### src/hdl/lkv_pkg.sv
// Shared types and constants for the LRU key-value cache.
package lkv_pkg;

    localparam int KEY_W       = 32;
    localparam int DATA_W      = 32;
    localparam int CAP_W       = 5;
    localparam int LKV_ENTRIES = 16;

    localparam logic [CAP_W-1:0]  CAP_RESET  = 5'd16;
    localparam logic              CMD_GET    = 1'b0;
    localparam logic              CMD_PUT    = 1'b1;
    localparam logic [DATA_W-1:0] MISS_VALUE = '1;

    typedef enum logic [1:0] {
        ST_IDLE,
        ST_LOOKUP,
        ST_UPDATE
    } t_state;

    typedef enum logic [1:0] {
        OP_NONE,
        OP_MATCH,
        OP_TOUCH,
        OP_INSERT
    } t_cell_op;

    typedef struct packed {
        t_cell_op                  op;
        logic                      evict;
        logic                      wr_data;
        logic signed [KEY_W-1:0]   key;
        logic signed [DATA_W-1:0]  value;
    } t_cell_ctl;

endpackage

### src/hdl/lkv_req_if.sv
// Request channel: command, key and value with valid/ready.
interface lkv_req_if;
    import lkv_pkg::*;

    logic                     valid;
    logic                     ready;
    logic                     cmd;
    logic signed [KEY_W-1:0]  key;
    logic signed [DATA_W-1:0] value;

    modport source (output valid, output cmd, output key, output value, input ready);
    modport sink   (input valid, input cmd, input key, input value, output ready);
endinterface

### src/hdl/lkv_rsp_if.sv
// Response channel: found flag and read value with valid/ready.
interface lkv_rsp_if;
    import lkv_pkg::*;

    logic                     valid;
    logic                     ready;
    logic                     found;
    logic signed [DATA_W-1:0] read_value;

    modport source (output valid, output found, output read_value, input ready);
    modport sink   (input valid, input found, input read_value, output ready);
endinterface

### src/hdl/lkv_cfg_if.sv
// Configuration write channel carrying the capacity limit.
interface lkv_cfg_if;
    import lkv_pkg::*;

    logic             valid;
    logic             ready;
    logic [CAP_W-1:0] capacity_limit;

    modport source (output valid, output capacity_limit, input ready);
    modport sink   (input valid, input capacity_limit, output ready);
endinterface

### src/hdl/lru_key_value_cache.sv
// Top level of the LRU key-value cache: slot chain, sequencer and result register.
//
//  Channel   Dir  Payload                     Transaction when
//  i_req     in   cmd, key, value             i_req.valid & i_req.ready
//  o_rsp     out  found, read_value           o_rsp.valid & o_rsp.ready
//  i_cfg     in   capacity_limit              i_cfg.valid & i_cfg.ready (always ready)
//
// Each request passes through accept (ST_IDLE), parallel key compare in every slot
// (ST_LOOKUP), then the recency/insert update (ST_UPDATE), in that order.
// A get whose result register is still occupied and not being read holds in the update state.
// Reset clears valid marks, ages, occupancy and sets the limit to 16.
// A put produces no response transaction.
module lru_key_value_cache #(
    parameter int ENTRIES = lkv_pkg::LKV_ENTRIES
) (
    input  logic      i_clk,
    input  logic      i_rst_n,
    lkv_req_if.sink   i_req,
    lkv_rsp_if.source o_rsp,
    lkv_cfg_if.sink   i_cfg
);
    import lkv_pkg::*;

    localparam int AW = (ENTRIES > 1) ? $clog2(ENTRIES) : 1;
    localparam int CW = $clog2(ENTRIES + 1);
    localparam int LW = (CW > CAP_W) ? CW : CAP_W;

    t_state                   r_state, n_state;
    logic                     r_cmd;
    logic signed [KEY_W-1:0]  r_key;
    logic signed [DATA_W-1:0] r_value;
    logic [CAP_W-1:0]         r_cap;
    logic [CW-1:0]            r_occ, n_occ;
    logic                     r_out_valid;
    logic                     r_found;
    logic signed [DATA_W-1:0] r_rdata;

    t_cell_ctl                ctl;
    logic [AW-1:0]            ref_age;
    logic [ENTRIES:0]         free_chain;
    logic [ENTRIES-1:0]       hits;
    logic [ENTRIES-1:0]       valids;
    logic [AW-1:0]            ages [ENTRIES];
    logic signed [DATA_W-1:0] datas [ENTRIES];

    logic                     hit_any;
    logic [AW-1:0]            hit_age;
    logic signed [DATA_W-1:0] hit_data;
    logic [LW-1:0]            cap_ext;
    logic [LW-1:0]            lim_full;
    logic [CW-1:0]            lim;
    logic [CW-1:0]            lim_m1;
    logic                     need_evict;
    logic                     go;
    logic                     rsp_load;

    assign free_chain[0] = 1'b0;

    for (genvar g = 0; g < ENTRIES; g++) begin : g_cell
        lkv_cell #(.AW(AW)) u_cell (
            .i_clk         (i_clk),
            .i_rst_n       (i_rst_n),
            .i_ctl         (ctl),
            .i_ref_age     (ref_age),
            .i_free_before (free_chain[g]),
            .o_free_before (free_chain[g+1]),
            .o_hit         (hits[g]),
            .o_valid       (valids[g]),
            .o_age         (ages[g]),
            .o_data        (datas[g])
        );
    end

    always_comb begin
        hit_age  = '0;
        hit_data = '0;
        for (int i = 0; i < ENTRIES; i++) begin
            if (hits[i]) begin
                hit_age  = hit_age | ages[i];
                hit_data = hit_data | datas[i];
            end
        end
    end

    assign hit_any    = |hits;
    assign cap_ext    = LW'(r_cap);
    assign lim_full   = (cap_ext == '0) ? LW'(1) :
                        (cap_ext > LW'(ENTRIES)) ? LW'(ENTRIES) : cap_ext;
    assign lim        = CW'(lim_full);
    assign lim_m1     = lim - CW'(1);
    assign need_evict = (r_occ >= lim);
    assign go         = !((r_cmd == CMD_GET) && r_out_valid && !o_rsp.ready);
    assign rsp_load   = (r_state == ST_UPDATE) && go && (r_cmd == CMD_GET);

    always_comb begin
        n_state = r_state;
        case (r_state)
            ST_IDLE: begin
                if (i_req.valid) begin
                    n_state = ST_LOOKUP;
                end
            end
            ST_LOOKUP: begin
                n_state = ST_UPDATE;
            end
            ST_UPDATE: begin
                if (go) begin
                    n_state = ST_IDLE;
                end
            end
            default: begin
                n_state = ST_IDLE;
            end
        endcase
    end

    always_comb begin
        ctl.op      = OP_NONE;
        ctl.evict   = 1'b0;
        ctl.wr_data = 1'b0;
        ctl.key     = r_key;
        ctl.value   = r_value;
        ref_age     = '0;
        n_occ       = r_occ;
        i_req.ready = 1'b0;
        case (r_state)
            ST_IDLE: begin
                i_req.ready = 1'b1;
            end
            ST_LOOKUP: begin
                ctl.op = OP_MATCH;
            end
            ST_UPDATE: begin
                if (go) begin
                    if (hit_any) begin
                        ctl.op      = OP_TOUCH;
                        ctl.wr_data = (r_cmd == CMD_PUT);
                        ref_age     = hit_age;
                    end else if (r_cmd == CMD_PUT) begin
                        ctl.op    = OP_INSERT;
                        ctl.evict = need_evict;
                        ref_age   = AW'(lim_m1);
                        n_occ     = (need_evict ? lim_m1 : r_occ) + CW'(1);
                    end
                end
            end
            default: begin
            end
        endcase
    end

    always_ff @(posedge i_clk) begin
        if (!i_rst_n) begin
            r_state     <= ST_IDLE;
            r_occ       <= '0;
            r_cap       <= CAP_RESET;
            r_out_valid <= 1'b0;
        end else begin
            r_state <= n_state;
            r_occ   <= n_occ;
            if (i_cfg.valid && i_cfg.ready) begin
                r_cap <= i_cfg.capacity_limit;
            end
            if (rsp_load) begin
                r_out_valid <= 1'b1;
            end else if (o_rsp.ready) begin
                r_out_valid <= 1'b0;
            end
        end
    end

    always_ff @(posedge i_clk) begin
        if (i_req.valid && i_req.ready) begin
            r_cmd   <= i_req.cmd;
            r_key   <= i_req.key;
            r_value <= i_req.value;
        end
        if (rsp_load) begin
            r_found <= hit_any;
            r_rdata <= hit_any ? hit_data : MISS_VALUE;
        end
    end

    assign i_cfg.ready      = 1'b1;
    assign o_rsp.valid      = r_out_valid;
    assign o_rsp.found      = r_found;
    assign o_rsp.read_value = r_rdata;

    a_occ_matches_valid: assert property (@(posedge i_clk) disable iff (!i_rst_n)
        CW'($countones(valids)) == r_occ)
        else $error("occupancy count differs from valid slots");

    a_occ_bound: assert property (@(posedge i_clk) disable iff (!i_rst_n)
        r_occ <= CW'(ENTRIES))
        else $error("occupancy above slot count");

    a_single_hit: assert property (@(posedge i_clk) disable iff (!i_rst_n)
        (r_state == ST_UPDATE) |-> $onehot0(hits))
        else $error("key present in more than one slot");

    a_get_response: assert property (@(posedge i_clk) disable iff (!i_rst_n)
        rsp_load |=> r_out_valid)
        else $error("get completed without a response");
endmodule

### src/hdl/lkv_cell.sv
// One cache slot: key, data, valid mark and recency age.
module lkv_cell #(
    parameter int AW = 4
) (
    input  logic                              i_clk,
    input  logic                              i_rst_n,
    input  lkv_pkg::t_cell_ctl                i_ctl,
    input  logic [AW-1:0]                     i_ref_age,
    input  logic                              i_free_before,
    output logic                              o_free_before,
    output logic                              o_hit,
    output logic                              o_valid,
    output logic [AW-1:0]                     o_age,
    output logic signed [lkv_pkg::DATA_W-1:0] o_data
);
    import lkv_pkg::*;

    logic signed [KEY_W-1:0]  r_key, n_key;
    logic signed [DATA_W-1:0] r_data, n_data;
    logic                     r_valid, n_valid;
    logic                     r_hit, n_hit;
    logic [AW-1:0]            r_age, n_age;
    logic                     valid_after;
    logic                     free;
    logic                     take;

    assign valid_after   = r_valid && !(i_ctl.evict && (r_age >= i_ref_age));
    assign free          = !valid_after;
    assign take          = free && !i_free_before;
    assign o_free_before = i_free_before | free;

    always_comb begin
        n_key   = r_key;
        n_data  = r_data;
        n_valid = r_valid;
        n_hit   = r_hit;
        n_age   = r_age;
        case (i_ctl.op)
            OP_MATCH: begin
                n_hit = r_valid && (r_key == i_ctl.key);
            end
            OP_TOUCH: begin
                if (r_hit) begin
                    n_age = '0;
                    if (i_ctl.wr_data) begin
                        n_data = i_ctl.value;
                    end
                end else if (r_valid && (r_age < i_ref_age)) begin
                    n_age = r_age + 1'b1;
                end
            end
            OP_INSERT: begin
                n_valid = valid_after;
                if (valid_after) begin
                    n_age = r_age + 1'b1;
                end else if (take) begin
                    n_key   = i_ctl.key;
                    n_data  = i_ctl.value;
                    n_valid = 1'b1;
                    n_age   = '0;
                end
            end
            default: begin
            end
        endcase
    end

    always_ff @(posedge i_clk) begin
        if (!i_rst_n) begin
            r_valid <= 1'b0;
            r_hit   <= 1'b0;
            r_age   <= '0;
        end else begin
            r_valid <= n_valid;
            r_hit   <= n_hit;
            r_age   <= n_age;
        end
    end

    always_ff @(posedge i_clk) begin
        r_key  <= n_key;
        r_data <= n_data;
    end

    assign o_hit   = r_hit;
    assign o_valid = r_valid;
    assign o_age   = r_age;
    assign o_data  = r_data;
endmodule

### src/flat_wrapper.sv
// flat-port wrapper written by rule: the top's interface ports become plain ports
module lru_key_value_cache_flat import lkv_pkg::*;
#(
    parameter int ENTRIES = lkv_pkg::LKV_ENTRIES
)
  (i_clk, i_rst_n, i_req_valid, i_req_cmd, i_req_key, i_req_value, i_req_ready, o_rsp_valid, o_rsp_found, o_rsp_read_value, o_rsp_ready, i_cfg_valid, i_cfg_capacity_limit, i_cfg_ready);
  lkv_req_if i_req_i ();
  lkv_rsp_if o_rsp_i ();
  lkv_cfg_if i_cfg_i ();
  input  logic i_clk;
  input  logic i_rst_n;
  input wire logic [$bits(i_req_i.valid)-1:0] i_req_valid;
  input wire logic [$bits(i_req_i.cmd)-1:0] i_req_cmd;
  input wire logic [$bits(i_req_i.key)-1:0] i_req_key;
  input wire logic [$bits(i_req_i.value)-1:0] i_req_value;
  output wire logic [$bits(i_req_i.ready)-1:0] i_req_ready;
  output wire logic [$bits(o_rsp_i.valid)-1:0] o_rsp_valid;
  output wire logic [$bits(o_rsp_i.found)-1:0] o_rsp_found;
  output wire logic [$bits(o_rsp_i.read_value)-1:0] o_rsp_read_value;
  input wire logic [$bits(o_rsp_i.ready)-1:0] o_rsp_ready;
  input wire logic [$bits(i_cfg_i.valid)-1:0] i_cfg_valid;
  input wire logic [$bits(i_cfg_i.capacity_limit)-1:0] i_cfg_capacity_limit;
  output wire logic [$bits(i_cfg_i.ready)-1:0] i_cfg_ready;
  assign i_req_i.valid = i_req_valid;
  assign i_req_i.cmd = i_req_cmd;
  assign i_req_i.key = i_req_key;
  assign i_req_i.value = i_req_value;
  assign i_req_ready = i_req_i.ready;
  assign o_rsp_valid = o_rsp_i.valid;
  assign o_rsp_found = o_rsp_i.found;
  assign o_rsp_read_value = o_rsp_i.read_value;
  assign o_rsp_i.ready = o_rsp_ready;
  assign i_cfg_i.valid = i_cfg_valid;
  assign i_cfg_i.capacity_limit = i_cfg_capacity_limit;
  assign i_cfg_ready = i_cfg_i.ready;
  lru_key_value_cache #(.ENTRIES(ENTRIES)) u_core (.i_clk(i_clk), .i_rst_n(i_rst_n), .i_req(i_req_i), .o_rsp(o_rsp_i), .i_cfg(i_cfg_i));
endmodule
### config.mk
export PLATFORM = sky130hd
export DESIGN_NAME = lru_key_value_cache_flat
export DESIGN_NICKNAME = d
export VERILOG_FILES = /design/src/hdl/lkv_pkg.sv /design/src/hdl/lkv_req_if.sv /design/src/hdl/lkv_rsp_if.sv /design/src/hdl/lkv_cfg_if.sv /design/src/hdl/lru_key_value_cache.sv /design/src/hdl/lkv_cell.sv /design/src/flat_wrapper.sv
export SDC_FILE = /design/constraint.sdc
export NUM_CORES = 1
export LEC_CHECK = 0
export ABC_CLOCK_PERIOD_IN_PS = 8380
export BUFFER_PORTS_ARGS = -buffer_cell sky130_fd_sc_hd__buf_2
export CORE_MARGIN = 3
export CORE_UTILIZATION = 52
export CTS_CLUSTER_SIZE = 25
export DETAILED_ROUTE_END_ITERATION = 8
export PLACE_DENSITY = 0.68
export SYNTH_ARGS = -nofsm -noshare
export SYNTH_HDL_FRONTEND = slang
export SYNTH_SLANG_ARGS = --single-unit
### constraint.sdc
create_clock -name i_clk -period 8.38 [get_ports i_clk]
set_input_delay 0.838 -clock i_clk [delete_from_list [all_inputs] [get_ports i_clk]]
set_output_delay 0.838 -clock i_clk [all_outputs]
set_load 0.02 [all_outputs]
== Yosys cells after proc, flatten, opt, wreduce, memory -nomap -nowiden ==
Index checks and enable logic that the tools add are counted.

* Register bits after elaboration: 1231
* Output and inout bits: 36
* ROM bits: 0
* RAM bits: 0
* Word-level logic and storage cells: 718
* Bits in latches: 0
* Memories kept: 0

* Shifts and indexed selects: 0
* Equal/unequal tests: 102
* $mul: 0
* Multiplexer cells: 225
* Bitwise gates (word level): 63
* Magnitude comparators: 34
* Reductions and logical operators: 187
* Add/subtract/negate cells: 18
* Div/mod/pow operators: 0

{| class="wikitable"
|+ Operators by type and width
! kind !! number
|-
| two-way mux 32 bit || 64
|-
| one-hot mux 32 bit (2 select lines) || 16
|-
| == test 32 bit || 16
|-
| OR 32 bit || 15
|-
| two-way mux 4 bit || 84
|-
| one-hot mux 4 bit (2 select lines) || 16
|-
| != test 2 bit, second input constant || 49
|-
| != test 3 bit, second input constant || 31
|-
| AND reduction 3 bit || 30
|-
| logical AND 1 bit || 84
|-
| AND reduction 5 bit || 15
|-
| adder 4 x 1 -> 4 bit, second input constant || 16
|-
| greater-or-equal comparator 4 bit || 16
|-
| < comparator 4 bit || 16
|-
| OR 4 bit || 15
|-
| zero test 1 bit || 48
|-
| two-way mux 1 bit || 35
|-
| inverter 1 bit || 19
|-
| OR reduction 16 bit || 1
|-
| two-way mux 5 bit || 3
|-
| OR 1 bit || 14
|-
| two-way mux 2 bit || 4
|-
| AND reduction 4 bit || 2
|-
| == test 2 bit, second input constant || 3
|-
| 13 further kinds || 17
|}

== Longest topological paths before layout ==
Gate-level depths: netlist of the first run.

* Word-level depth: 58
* Depth in mapped cells: 18
* Gate-level depth less buffers: 17

== Modules after synthesis ==
From an unflattened synthesis of the first run, not the netlist that was laid out.

* Cell total of the unflattened synthesis: 3401
* Area, all modules: 51659.5 um^2

{| class="wikitable"
|+ Modules (own cells, without submodules)
! module !! area an instance (um^2) !! times used !! seq. area each (um^2) !! cells an instance
|-
| lkv_cell at u_core.g_cell[0].u_cell ... || 2781.4 || 9 || 2042.0 || 171
|-
| lkv_cell at u_core.g_cell[3].u_cell ... || 2773.9 || 7 || 2042.0 || 166
|-
| lru_key_value_cache || 7209.4 || 1 || 3203.1 || 700
|}

== Least setup slack after synthesis of the first run ==
OpenSTA, ideal clock, no wires.

* Path type: reg2reg
* Start point: reg u_core.g_cell[6].u_cell.r_hit
* End point: reg u_core.g_cell[5].u_cell.r_key[0] (enable)
* Cell stages (with the launch flop): 13
* Data arrival time: 6683 ps
* Library setup time: 502 ps
* Setup slack: 1195 ps
* Data required time: 7878 ps
* Period minus slack after synthesis: 7185 ps
* Cell sequence: dfxtp_1 -> nor4_1 -> nand4_1 -> or2_1 -> clkbuf_1 -> o22ai_1 -> ha_1 -> nand2b_1 -> a21oi_1 -> o21ai_0 -> o32a_1 -> buf_4 -> nor4_1

* Word-level cells in the longest chain between the ends: 34

{| class="wikitable"
|+ Ends and longest elaborated chain
! item !! line !! RTL
|-
| start: declaration || lkv_cell.sv:21 || <nowiki>logic r_hit, n_hit;</nowiki>
|-
| start signal: assignment || lkv_cell.sv:75 || <nowiki>r_hit <= n_hit;</nowiki>
|-
| two-way mux 4 bit || lru_key_value_cache.sv:78 || <nowiki>if (hits[i]) begin</nowiki>
|-
| OR 4 bit || lru_key_value_cache.sv:79 || <nowiki>hit_age = hit_age | ages[i];</nowiki>
|-
| two-way mux 4 bit || lru_key_value_cache.sv:78 ||
|-
| OR 4 bit || lru_key_value_cache.sv:79 ||
|-
| two-way mux 4 bit || lru_key_value_cache.sv:78 ||
|-
| OR 4 bit || lru_key_value_cache.sv:79 ||
|-
| two-way mux 4 bit || lru_key_value_cache.sv:78 ||
|-
| OR 4 bit || lru_key_value_cache.sv:79 ||
|-
| [15 not listed] || n/a ||
|-
| logical AND 1 bit || lkv_cell.sv:27 || <nowiki>assign valid_after = r_valid && !(i_ctl.evict && (r_age >= i_ref_age));</nowiki>
|-
| zero test 1 bit || lkv_cell.sv:27 ||
|-
| logical AND 1 bit || lkv_cell.sv:27 ||
|-
| zero test 1 bit || lkv_cell.sv:28 || <nowiki>assign free = !valid_after;</nowiki>
|-
| OR 1 bit (4 in series) || lkv_cell.sv:30 || <nowiki>assign o_free_before = i_free_before | free;</nowiki>
|-
| zero test 1 bit || lkv_cell.sv:29 || <nowiki>assign take = free && !i_free_before;</nowiki>
|-
| logical AND 1 bit || lkv_cell.sv:29 ||
|-
| AND reduction 3 bit (no source line) (*) || n/a ||
|-
| end signal: assignment || lkv_cell.sv:81 || <nowiki>r_key <= n_key;</nowiki>
|-
| end: declaration || lkv_cell.sv:18 || <nowiki>logic signed [KEY_W-1:0] r_key, n_key;</nowiki>
|}

Every way passes the cells marked *; elsewhere a longest branch is shown, timed or not.
A chain may end at the register's enable or synchronous reset.

== Worst setup path in the final report of the first run ==
* Start point: reg u_core.g_cell[6].u_cell.r_hit
* End point: reg u_core.g_cell[12].u_cell.r_data[20] (enable)

* Word-level cells in the longest chain between the ends: 42

{| class="wikitable"
|+ Ends and longest elaborated chain
! item !! line !! RTL
|-
| two-way mux 4 bit || lru_key_value_cache.sv:78 ||
|-
| OR 4 bit || lru_key_value_cache.sv:79 ||
|-
| two-way mux 4 bit || lru_key_value_cache.sv:78 ||
|-
| OR 4 bit || lru_key_value_cache.sv:79 ||
|-
| two-way mux 4 bit || lru_key_value_cache.sv:78 ||
|-
| OR 4 bit || lru_key_value_cache.sv:79 ||
|-
| two-way mux 4 bit || lru_key_value_cache.sv:78 ||
|-
| OR 4 bit || lru_key_value_cache.sv:79 ||
|-
| [16 not listed] || n/a ||
|-
| zero test 1 bit || lkv_cell.sv:27 ||
|-
| logical AND 1 bit || lkv_cell.sv:27 ||
|-
| zero test 1 bit || lkv_cell.sv:28 ||
|-
| OR 1 bit (11 in series) || lkv_cell.sv:30 ||
|-
| zero test 1 bit || lkv_cell.sv:29 ||
|-
| logical AND 1 bit || lkv_cell.sv:29 ||
|-
| != test 2 bit (no source line) || n/a ||
|-
| AND reduction 5 bit (no source line) (*) || n/a ||
|-
| end signal: assignment || lkv_cell.sv:82 || <nowiki>r_data <= n_data;</nowiki>
|-
| end: declaration || lkv_cell.sv:19 || <nowiki>logic signed [DATA_W-1:0] r_data, n_data;</nowiki>
|}

Marks and branches as above.

==> results.yml, run 1 <==
status:
  outcome: "finished clean"
timing:
  period_share_pct: 82.1
  rsz0062_at_grt: "no"
  slew_violations: 0
  hold_viol: 0
  clock_skew_ns: 0.0254
  setup_tns_ns: 0
  worst_pin_slew_ns: 1.20
  layout_min_cycle_time_ns: 6.88
  relSlewSlack_pct: 19.8
  clock.fmax_mhz: 145
  setup_viol: 0
clock_network:
  root_buffer: "clkbuf_16"
  clk_latency_ns: 0.73
  cts_hold_buffers: 0
  cts_setup_buffers: 0
  cts_tree: "yes"
  cts_resized: 0
  cts_inserted_buffers: 118
  cts_max_level: 3
  clk_pin_slew_ns: 0.06
  cts_buffer_depth: 3
  cts.sinks: 1231
setup_path:
  path_max_fanout: 32
  cp_common_cell: "nor4_1"
  path_buf_inv: 0
  start_kind: "flop"
  required_ns: 8.70
  worst_path_largest_cell_delay_ns: 0.94
  cpLargestDelayFamily: "simple AND/OR/NAND/NOR gates"
  endpoint_kind: "flop"
  cp.arrival_ns: 7.20
  path_class: "reg2reg"
  cp_cell_sequence: "nor4_1 -> nand4_1 -> or2_1 -> o22a_1 -> ha_1 -> nand2b_1 -> a2111oi_0 -> o211ai_1 -> nor4_1 -> o211ai_1 -> or3_1 -> nor4_1 -> a21oi_1 -> nor2_4"
  critPathSlowestCell: "nor2_4"
run:
  drv_cap: 0
power_and_ir_drop:
  powerDensity_nw_per_um2: 220
  p_leak_uw: 0.0180
  vdd_ir_drop_max_mv: 0.182
synthesis:
  seq_area_frac_synth_pct: 70.9
  synthesis.nets: 3474
  synth_top_area_share_pct: 66.6
  synth_compound_area_share_pct: 8.82
  postSynthCellCount: 3308
  syn_area_um2: 50600
  async_reset_ff_share_pct: 0
  synth_mux_area_share_pct: 0.346
  yosys.area_share.simple_pct: 6.94
  synth_area_leaders: "edfxtp_1, xor2_1, dfxtp_1, xnor2_1, ha_1"
  synth_area_leader_cell: "edfxtp_1"
  synth_edf_count: 1122
  syn_avg_cell_area_um2: 15.3
  synth_top_family_by_area: "XOR/XNOR gates"
  ys_seq_elements: 1231
  synthFlopType: "edfxtp_1"
  synthXorXnorAreaFrac_pct: 8.97
  yosysWarnings: 0
  synth.distinct_cells: 87
  synth_fa_ha_area_share_pct: 2.25
cells_and_area:
  fin_util_pct: 59.3
  multi_input_area_um2: 14100
  n_antenna_cell: 0
  fill_cells: 7107
  nNetsFinal: 3630
  layout-drive-gt1-share_pct: 12.7
  area_growth_pct: 12.2
  stdcell_count: 4818
  seq_area_um2: 35900
detailed_routing:
  avgViaCountPerCell: 6.39
  wl_um: 139000
  dr.pass1.iters: 6
  drtIter0Drc: 3733
  ant_nets: 0
  wl_per_cell_um: 28.9
  drc_errors: 0
  vias: 30800
place:
  portBuffers: 109
  dp_hpwl_um: 82100
  place_congestion: 0.966
  dp_cells: 4609
min_path:
  hp-class: "in2reg"
die:
  io_pins: 111
  die_h_um: 318
  die_area_um2: 101000
  initial_core_util_pct: 52.8
  die_x_um: 318
  coreArea_um2: 95700
  rows: 113
grt:
  antenna_found_initial: 1
  grt_max_degree: 61
  grt_pass1_wl_um: 204000
  grt_pass1_vias: 30900
  grt_use_total_pct: 27.0
  gr-total-overflow: 0
==> cells in the mapped netlist (63+ instances only) <==
master and count:
edfxtp_1 1122, xor2_1 306, xnor2_1 212, nand4_1 131
clkbuf_1 130, a21oi_1 111, dfxtp_1 109, a22oi_1 107
nor4_1 107, a221oi_1 95, a22o_1 94, ha_1 91
nor2_1 74, nand2_1 73, nand3_1 63
==> registers in the layout, summed over array words and instances (netlist names) <==
name and flops:
u_core.r_cmd 1, u_core.o_rsp.found 1, u_core.g_cell.u_cell.o_valid 16, u_core.r_key 32, u_core.g_cell.u_cell.r_key 512, u_core.r_value 32, u_core.r_occ 5, u_core.g_cell.u_cell.o_age 64
u_core.g_cell.u_cell.o_data 512, u_core.o_rsp.valid 1, u_core.cap_ext 5, u_core.g_cell.u_cell.o_hit 16, u_core.o_rsp.read_value 32, u_core.r_state 2
==> per-stage QoR <==
stage                     worst slack [ns]  power (uW)  cell area [um2]  hold WS, ns
after floorplan                       1.20        7290            50600        0.452
after global placement                1.61        7510            53100        0.470
after detailed placement              1.56        7530            53100        0.484
after CTS                             1.59       12600            56700        0.239
after global routing                  1.14       12800            56700        0.253
final                                 1.50       12500            56700        0.288
==> report_power, final <==
| part | switching, uW | internal [uW] | total, uW | leakage, uW |
|---|---|---|---|---|
| clock | 2270 | 2820 | 5090 | 0.00177 |
| sequential | 85.0 | 6770 | 6860 | 0.0109 |
| combinational | 377 | 166 | 544 | 0.00533 |
| total | 2730 | 9760 | 12500 | 0.0180 |
==> placed cells by master (no fill, tap or decap), types with 66 or more instances in the layout <==
| cell | instances |
|---|---|
| edfxtp_1 | 1122 |
| xor2_1 | 306 |
| xnor2_1 | 212 |
| nand4_1 | 131 |
| clkbuf_16 | 118 |
| buf_2 | 109 |
| a22oi_1 | 107 |
| nor4_1 | 105 |
| a21oi_1 | 101 |
| buf_4 | 97 |
| a221oi_1 | 95 |
| a22o_1 | 94 |
| dfxtp_1 | 93 |
| ha_1 | 91 |
| nand2_1 | 73 |
| nor2_1 | 66 |
==> metal layers <==
layer | global-route usage (%) | wire length [um] | share of wire [%]
met4 | 9.21 | 4590 | 3.3
met1 | 38.1 | 57600 | 41
met2 | 42.5 | 64600 | 46
met3 | 5.11 | 12600 | 9.0
met5 | 0 | 13 | 0.0093
==> layout make-up <==
class | count | area share (%)
flip-flops and latches | 1231 | 63.3
multi-input cells | 1850 | 24.8
clock buffers | 140 | 5.35
well taps | 1265 | 2.79
repair buffers | 206 | 2.25
clock inverters | 69 | 1.11
inverters | 57 | 0.377
==> cells by family after synthesis <==
logic type	after synthesis
AOI/OAI and AO/OA	602
buffers and inverters	227
and+or+nand+nor	621
muxes	17
xor gates and xnor gates	518
DFF	1231
adders and majority gates	91
other	1
==> path summary, 6_finish.rpt <==
check / to / cells past startpoint / start / slack, ns
min: u_core.r_key[19] / 1 / i_req_key[19] / 0.29
max: u_core.g_cell[12].u_cell.o_data[20] / 14 / u_core.g_cell[6].u_cell.o_hit / 1.50
max reg2reg: u_core.g_cell[12].u_cell.o_data[20] / 14 / u_core.g_cell[6].u_cell.o_hit / 1.50
min reg2reg: u_core.r_occ[0] / 2 / u_core.r_occ[0] / 0.49
Note: power is estimated with default switching activity, not from simulation.
==> run 2: changes to the inputs <==
ABC_AREA = 1   (was default)
ABC_CLOCK_PERIOD_IN_PS = 6350   (was 8380)
clock period = 6.35 ns   (was 8.38 ns; I/O delays follow)
==> results.yml, run 2 <==
die:
  coreArea_um2: 96900
  io_pins: 111
  die_x_um: 319
  rows: 114
  die_area_um2: 102000
  initial_core_util_pct: 52.6
  die_h_um: 319
synthesis:
  yosysMostFrequentCell: "edfxtp_1"
  synth_area_leaders: "edfxtp_1, dfxtp_1, nand2_1, xor2_1, ha_1"
  async_reset_ff_share_pct: 0
  yosysWarnings: 0
  seq_area_frac_synth_pct: 70.5
  synth.distinct_cells: 66
  yosys-top-cells-count: "edfxtp_1, nand2_1, inv_1"
  synth_area_leader_cell: "edfxtp_1"
  synth_edf_count: 1122
  syn_avg_cell_area_um2: 13.3
  synthesis.nets: 3982
  postSynthCellCount: 3816
  synthFlopType: "edfxtp_1"
  ys_seq_elements: 1231
  synth_top_area_share_pct: 66.2
  syn_area_um2: 50900
timing:
  slew_violations: 0
  worst_pin_slew_ns: 1.15
  period_share_pct: 95.2
  setup_tns_ns: 0
  layout_min_cycle_time_ns: 6.05
  clock.fmax_mhz: 165
  relSlewSlack_pct: 22.4
  whs_ns: 0.0659
  setup_viol: 0
  clock_skew_ns: 0.0385
  rsz0062_at_grt: "no"
  hold_viol: 0
detailed_routing:
  avgViaCountPerCell: 6.04
  vias: 32500
  dr.pass1.iters: 6
  drc_errors: 0
  drtIter0Drc: 3498
  wl_um: 135000
  wl_per_cell_um: 25.1
  ant_nets: 0
setup_path:
  cp.arrival_ns: 6.40
  start_kind: "flop"
  worst_path_largest_cell_delay_ns: 0.53
  path_max_fanout: 32
  endpoint_kind: "flop"
  path_class: "reg2reg"
  required_ns: 6.71
  r2r_setup_slack_ns: 0.30
  critPathSlowestCell: "a221oi_1"
clock_network:
  clk_pin_slew_ns: 0.06
  cts_buffer_depth: 3
  cts_tree: "yes"
  clk_latency_ns: 0.75
  cts.sinks: 1231
  cts_inserted_buffers: 130
  cts_max_level: 4
  root_buffer: "clkbuf_16"
cells_and_area:
  layout-drive-gt1-share_pct: 12.5
  stdcell_count: 5390
  final_cell_mix: "edfxtp_1, nand2_1, inv_1, nor2_1, o21ai_0"
  final_common_cell: "edfxtp_1"
  multi_input_area_um2: 13800
  nNetsFinal: 4177
  seq_area_um2: 35900
  design_area_um2: 57600
  n_antenna_cell: 0
  fin_util_pct: 59.5
  fill_cells: 7377
  area_growth_pct: 13.2
status:
  outcome: "finished clean"
power_and_ir_drop:
  p_int_uw: 13500
  vdd_ir_drop_max_mv: 0.239
  p_clk_share_pct: 40.9
  p_switching_uw: 4070
  swShare_pct: 23.2
  p_leak_uw: 0.0195
  seq_power_share_pct: 52.7
  comb_power_share_pct: 6.4
  powerDensity_nw_per_um2: 305
min_path:
  hp-class: "in2reg"
grt:
  grt_pass1_vias: 31300
  grt_max_degree: 44
  antenna_found_initial: 4
  grt_pass1_wl_um: 200000
  gr-total-overflow: 0
  grt_use_total_pct: 26.5
place:
  dp_hpwl_um: 82500
  placed_area_um2: 53600
  place_congestion: 0.923
  dp_cells: 5155
  portBuffers: 109
run:
  drv_cap: 0
run 2: cell count changes after synthesis, sizes merged, moves of 100 or more:
| cell | previous run | this run |
|---|---|---|
| a22oi | 108 | 8 |
| inv | 57 | 238 |
| xor2 | 306 | 182 |
| nand2 | 75 | 499 |
| nor2 | 76 | 240 |
| xnor2 | 212 | 93 |
| o21ai | 66 | 213 |
run 2: path summary, 6_finish.rpt:
| check | to | start | cells after the start |
|---|---|---|---|
| setup / recovery | u_core.g_cell[14].u_cell.o_data[15] | u_core.g_cell[6].u_cell.o_hit | 29 |
| hold / removal | u_core.r_value[29] | i_req_value[29] | 1 |
| setup reg to reg | u_core.g_cell[14].u_cell.o_data[15] | u_core.g_cell[6].u_cell.o_hit | 29 |
| hold reg to reg | u_core.cap_ext[0] | u_core.cap_ext[0] | 2 |
run 2: power groups by stage:
stage | clock (uW) | sequential, uW | combinational, uW
4_1_cts | 7300 | 9250 | 1130
3_3_place_gp | 0 | 9410 | 1110
5_1_grt | 7630 | 9270 | 1240
3_5_place_dp | 0 | 9420 | 1130
2_1_floorplan | 0 | 9400 | 655
6_report | 7180 | 9250 | 1130
run 2: area by class of cell:
class / count / share of cell area (%)
flip-flops and latches: 1231 / 62.3
well taps: 1276 / 2.77
multi-input cells: 2176 / 23.9
clock buffers: 159 / 5.83
inverters: 250 / 1.63
clock inverters: 76 / 1.09
repair buffers: 222 / 2.49
run 2: timing repair:
action	CTS	global route
resized for setup	0	1
endpoints found under the setup margin	0	32
hold buffers	0	0
setup buffers	0	0
run 2: cell families after synthesis:
kind of cell,after synthesis,share of synthesized area (%)
DFF,1231,70.5
and+or+nand+nor,1065,9.62
buffers and inverters,409,3.10
xor gates and xnor gates,275,4.73
adders and majority gates,91,2.24
AOI/OAI and AO/OA,744,9.84
other,1,0.00737
run 2: layer usage:
layer | up-vias | GRT usage [%] | wire [um]
met3 | 256 | 5.45 | 12700
met2 | 1594 | 40.4 | 61100
met5 | - | 0 | 0
met4 | 0 | 8.93 | 4100
met1 | 16100 | 38.2 | 57400
li1 | 14600 | - | -
run 2: per-stage QoR:
step / power, uW / setup WS [ns]
after floorplan: 10100 / 0.0174
after global placement: 10500 / 0.566
after detailed placement: 10500 / 0.441
after CTS: 17700 / 0.416
after global routing: 18100 / 0.0132
final: 17600 / 0.304
run 2: critical path, delay by kind of cell, from the launching register on:
family	cells	cell delay, ns
AOI/OAI and AO/OA	13	2.42
and+or+nand+nor	11	1.51
buffers and inverters	4	0.88
DFF	1	0.51
adders and majority gates	1	0.29
